<file path="src/rtl/bnc_pkg.sv">
// Types, constants and helper functions of the bracket nesting checker.
`timescale 1ns / 1ps

package bnc_pkg;

    localparam int MAX_DEPTH_DEF = 128;
    localparam int SCORE_W       = 64;
    localparam int CORRUPT_W     = 15;
    localparam int KIND_W        = 2;

    localparam logic [7:0] CH_OPEN_ROUND  = 8'h28;
    localparam logic [7:0] CH_OPEN_SQUARE = 8'h5B;
    localparam logic [7:0] CH_OPEN_CURLY  = 8'h7B;
    localparam logic [7:0] CH_OPEN_ANGLE  = 8'h3C;
    localparam logic [7:0] CH_CLOSE_ROUND  = 8'h29;
    localparam logic [7:0] CH_CLOSE_SQUARE = 8'h5D;
    localparam logic [7:0] CH_CLOSE_CURLY  = 8'h7D;
    localparam logic [7:0] CH_CLOSE_ANGLE  = 8'h3E;

    localparam logic [KIND_W-1:0] KIND_ROUND  = 2'd0;
    localparam logic [KIND_W-1:0] KIND_SQUARE = 2'd1;
    localparam logic [KIND_W-1:0] KIND_CURLY  = 2'd2;
    localparam logic [KIND_W-1:0] KIND_ANGLE  = 2'd3;

    typedef enum logic [1:0] {
        ST_BALANCED   = 2'd0,
        ST_CORRUPT    = 2'd1,
        ST_INCOMPLETE = 2'd2,
        ST_OVERFLOW   = 2'd3
    } t_status;

    typedef enum logic [1:0] {
        S_IDLE,
        S_REFILL,
        S_WALK,
        S_EMIT
    } t_state;

    typedef struct packed {
        logic              is_open;
        logic              is_close;
        logic [KIND_W-1:0] kind;
    } t_sym_class;

    typedef struct packed {
        logic clear;
        logic step;
    } t_acc_ctrl;

    function automatic t_sym_class classify(input logic [7:0] sym);
        t_sym_class c;
        c = '0;
        case (sym)
            CH_OPEN_ROUND: begin
                c.is_open = 1'b1;
                c.kind    = KIND_ROUND;
            end
            CH_OPEN_SQUARE: begin
                c.is_open = 1'b1;
                c.kind    = KIND_SQUARE;
            end
            CH_OPEN_CURLY: begin
                c.is_open = 1'b1;
                c.kind    = KIND_CURLY;
            end
            CH_OPEN_ANGLE: begin
                c.is_open = 1'b1;
                c.kind    = KIND_ANGLE;
            end
            CH_CLOSE_ROUND: begin
                c.is_close = 1'b1;
                c.kind     = KIND_ROUND;
            end
            CH_CLOSE_SQUARE: begin
                c.is_close = 1'b1;
                c.kind     = KIND_SQUARE;
            end
            CH_CLOSE_CURLY: begin
                c.is_close = 1'b1;
                c.kind     = KIND_CURLY;
            end
            CH_CLOSE_ANGLE: begin
                c.is_close = 1'b1;
                c.kind     = KIND_ANGLE;
            end
            default: begin
                c = '0;
            end
        endcase
        return c;
    endfunction

    function automatic logic [CORRUPT_W-1:0] close_score(input logic [KIND_W-1:0] kind);
        logic [CORRUPT_W-1:0] s;
        case (kind)
            KIND_ROUND:  s = 15'd3;
            KIND_SQUARE: s = 15'd57;
            KIND_CURLY:  s = 15'd1197;
            KIND_ANGLE:  s = 15'd25137;
            default:     s = '0;
        endcase
        return s;
    endfunction

endpackage

</file>
<file path="src/rtl/bnc_score_acc.sv">
// Completion score accumulator: score times five plus bracket kind plus one, one entry a cycle while step is set.
`timescale 1ns / 1ps

module bnc_score_acc (
    input  logic                              i_clk,
    input  bnc_pkg::t_acc_ctrl                i_ctrl,
    input  logic [bnc_pkg::KIND_W-1:0]        i_kind,
    output logic [bnc_pkg::SCORE_W-1:0]       o_score
);

    logic [bnc_pkg::SCORE_W-1:0] r_score;
    logic [bnc_pkg::SCORE_W-1:0] n_score;

    always_comb begin
        n_score = r_score;
        if (i_ctrl.clear) begin
            n_score = '0;
        end else if (i_ctrl.step) begin
            n_score = (r_score << 2) + r_score + bnc_pkg::SCORE_W'(i_kind)
                      + bnc_pkg::SCORE_W'(1);
        end
    end

    always_ff @(posedge i_clk) begin
        r_score <= n_score;
    end

    assign o_score = r_score;

endmodule

</file>
<file path="config.mk">
export PLATFORM = sky130hd
export DESIGN_NAME = bnc_score_acc
export DESIGN_NICKNAME = d
export VERILOG_FILES = /design/src/rtl/bnc_pkg.sv /design/src/rtl/bnc_score_acc.sv
export SDC_FILE = /design/constraint.sdc
export NUM_CORES = 1
export LEC_CHECK = 0
export BUFFER_PORTS_ARGS = -buffer_cell sky130_fd_sc_hd__buf_2
export CORE_UTILIZATION = 40
export DETAILED_ROUTE_END_ITERATION = 16
export SYNTH_ARGS = -nofsm -noshare
export SYNTH_HDL_FRONTEND = slang
export SYNTH_SLANG_ARGS = --single-unit
</file>
<file path="constraint.sdc">
create_clock -name i_clk -period 3.15 [get_ports i_clk]
set_input_delay 0.63 -clock i_clk [delete_from_list [all_inputs] [get_ports i_clk]]
set_output_delay 0.63 -clock i_clk [all_outputs]
set_load 0.1 [all_outputs]
</file>
==> reports/qor.txt <==
r2r endpoint -> o_score[30]
Place WS -> -0.487 ns
Mean Syn Cell Area -> 7.76 µm²
Crit Path Class -> in2reg
startpoint types -> input pin
pin count of the biggest net entering global routing -> 28
I/O Pins -> 69
Final min period -> 3.03 ns
die width -> 122 µm
Synth Flop Type -> dfxtp_1
Synth Cell Area -> 5770 µm²
area growth from synthesis to layout -> 21.3%
worst slew pin tran -> 0.844 ns
Syn. warnings -> 0
Final Max Slew Viols -> 0
Synth Area in Compound Gates -> 26.7%
Worst Hold Launch -> o_score[51]
main combinational cell family by area after synthesis -> compound AO/OA/AOI/OAI gates
crit path max-delay cell type -> fa_1
# setup viols final -> 0
hold endpoint -> o_score[51]
XOR/XNOR Fraction of Synth Area -> 9.10%
Post-Synth Adder-Cell Area -> 14.0%
Post-synth top cells -> a21oi_1 (82), nand2_1 (79), nor2_1 (71), dfxtp_1 (64), ha_1 (63)
Routed WL -> 16.3 mm
IO Port Bufs -> 68
DR iter-0 viols -> 419
max incr delay on CP -> 0.38 ns
total number of vias -> 5753
vias per cell -> 5.67
first-pass GRT wire length -> 26.8 mm
min setup slack post-route -> 0.124 ns
final hold violations -> 0
H-tree depth -> 3
power consumption -> 2.44 mW
Synth top area share -> 22.2%
CP Data Required Time -> 3.33 ns
row count -> 43
clock skew -> 0.00684 ns
Die Y -> 122 µm
CTS buffer count -> 9
Worst Path Max Fanout -> 3
status -> finished clean
number of flops mapped to enable cells by yosys -> 0
FF-to-FF path depth -> 15
Fill cells -> 1382
post-route cell area -> 7010 µm²
post-DP HPWL -> 12.4 mm
antenna-violating nets left -> 0
vias in the first global route -> 5544
area leader, netlist -> dfxtp_1
Max Cap Violations -> 0
pwr/cell area -> 348 nW/µm²
Inserted Diodes -> 0
Sink Count -> 64
hold buffers post-CTS -> 0
Final Util -> 50.1%
Initial Utilization -> 41.3%
Slew HR -> 43.7%
Distinct cells, synth -> 59
# DRC -> 0
post-synthesis sequential area ratio -> 22.2%
Reg2Reg Setup Slack -> 0.19 ns
routed len/inst -> 16.1 µm
initial antenna violation count -> 0
CP endpoint kind -> register
fmax -> 330 MHz
Reg clk slew, reported paths -> 0.06 ns
critical path arrival -> 3.21 ns
GR Overflow Total -> 0
Mapped Cells -> 744
Yosys reg bits -> 64
Synth Area in Simple Gates -> 17.3%
DIE AREA -> 14900 µm²
ratio of cells with drive above 1 in the final layout -> 22.9%
count leader, synth -> a21oi_1
max reg flops -> 64
CTS Buffer Depth -> 2
LEAKAGE -> 3.40 nW
routability cong. -> 0.916
Final period util -> 96.1%
critical path's top delay family -> compound AO/OA/AOI/OAI gates
worst r2r src -> o_score[0]
TritonCTS clock tree -> yes
Root Buffer -> clkbuf_16
Buffers & Inverters on Critical Path -> 4
clk_lat worst skew -> 0.34 ns
drt first pass iters -> 5
worst hold stages -> 2
CORE AREA -> 14000 µm²
DP Area -> 6600 µm²
critical path, cell by cell -> buf_2 > inv_1 > ha_1 > inv_1 > fa_1 > a21o_1 > a221oi_4 > o31ai_4 > nand3_2 > o31ai_4 > buf_4 > a21o_1 > a21oi_1 > o21bai_1 > xnor2_1 > o22ai_1
synth top area cells -> dfxtp_1 (22%), ha_1 (14%), a21oi_1 (7.1%), mux2i_1 (6.6%), xnor2_1 (5.5%)
multiplexer area fraction after synthesis -> 6.59%
Net Count, Synth -> 813
Hold Crit Class -> reg2reg
GRT Util Overall -> 22.8%
Final nets -> 898
Synth async-reset ratio -> 0%
Max IR drop VDD -> 0.304 mV
-- through the flow --
stage | hold WS, ns | std cells | TNS [ns]
floorplan | 0.638 | 744 | 0
global placement | 0.481 | 995 | -4.16
detailed placement | 0.481 | 995 | -6.34
CTS | 0.505 | 1011 | 0
global route | 0.512 | 1014 | -0.00499
finish | 0.500 | 1014 | 0
-- routing by layer --
| metal | GRT usage, % | vias to the layer above | wire (µm) |
|---|---|---|---|
| met1 | 30.1 | 2698 | 7680 |
| li1 | - | 2889 | - |
| met3 | 4.68 | 25 | 718 |
| met2 | 36.6 | 141 | 7600 |
| met5 | 0 | - | 0 |
| met4 | 7.85 | 0 | 320 |
-- layout by cell type (no fill, tap or decap), drive strengths merged, types with 3 or more instances in the layout --
cell and instances:
clkbuf 13, a31oi 12, inv 23, nor4 4
dfxtp 64, nor2b 6, or3 4, nor2 71
ha 63, o21a 6, xnor2 36, o22ai 3
o211ai 6, a21oi 82, nand2 80, a21o 27
buf 111, a211oi 7, xor2 24, and3 4
nor3 7, nand3 9, nand4 20, a221oi 3
o21bai 17, nand2b 9, o21ai 46, o41ai 3
mux2i 38, o31ai 8
-- how the worst max path moves through the flow --
stage                     depth (start not counted)          end         from  slack (ns)
after floorplan                                  11  o_score[63]  o_score[46]       0.002
after global placement                           15  o_score[56]    i_kind[0]       -0.32
after detailed placement                         15  o_score[56]    i_kind[0]       -0.49
after CTS                                        15  o_score[56]    i_kind[0]        0.03
after global routing                             15  o_score[44]    i_kind[0]      -0.005
final                                            16  o_score[30]    i_kind[0]        0.12
-- worst register-to-register path, cell delays in order, from the launching register on --
cell	delay, ns
dfxtp_4	0.35
inv_1	0.05
ha_1	0.14
inv_1	0.05
fa_1	0.38
a21o_1	0.22
a221oi_4	0.34
o31ai_4	0.11
nand3_2	0.11
o31ai_4	0.08
buf_4	0.16
a21o_1	0.19
a21oi_1	0.24
o21bai_1	0.12
xnor2_1	0.17
o22ai_1	0.10
-- power by group --
group,total [mW],switching [mW],internal (mW)
Sequential,0.866,0.0321,0.834
Clock,1.06,0.390,0.675
Combinational,0.510,0.362,0.148
Total,2.44,0.784,1.66
-- cell families after synthesis --
| family | count (synthesis) |
|---|---|
| flip-flops | 64 |
| adder cells (fa/ha/maj) | 64 |
| AND/OR/NAND/NOR | 221 |
| buffers and inverters | 60 |
| multiplexers | 38 |
| XOR/XNOR | 60 |
| AO/OA/AOI/OAI | 237 |
-- area by class of cell --
type | count | area (µm²) | area share [%]
multi-input cells | 620 | 4360 | 62.2
flip-flops and latches | 64 | 1360 | 19.4
repair buffers | 111 | 663 | 9.47
clock buffers | 13 | 270 | 3.86
well taps | 180 | 225 | 3.21
inverters | 23 | 86.3 | 1.23
clock inverters | 3 | 40.0 | 0.572
-- timing repair --
item,in CTS,in global routing
gates resized for setup,3,9
endpoints found under the setup margin,5,17
pin swaps,0,8
gates cloned,0,0
setup buffers,0,3
Note: power is estimated with default switching activity, not from simulation.
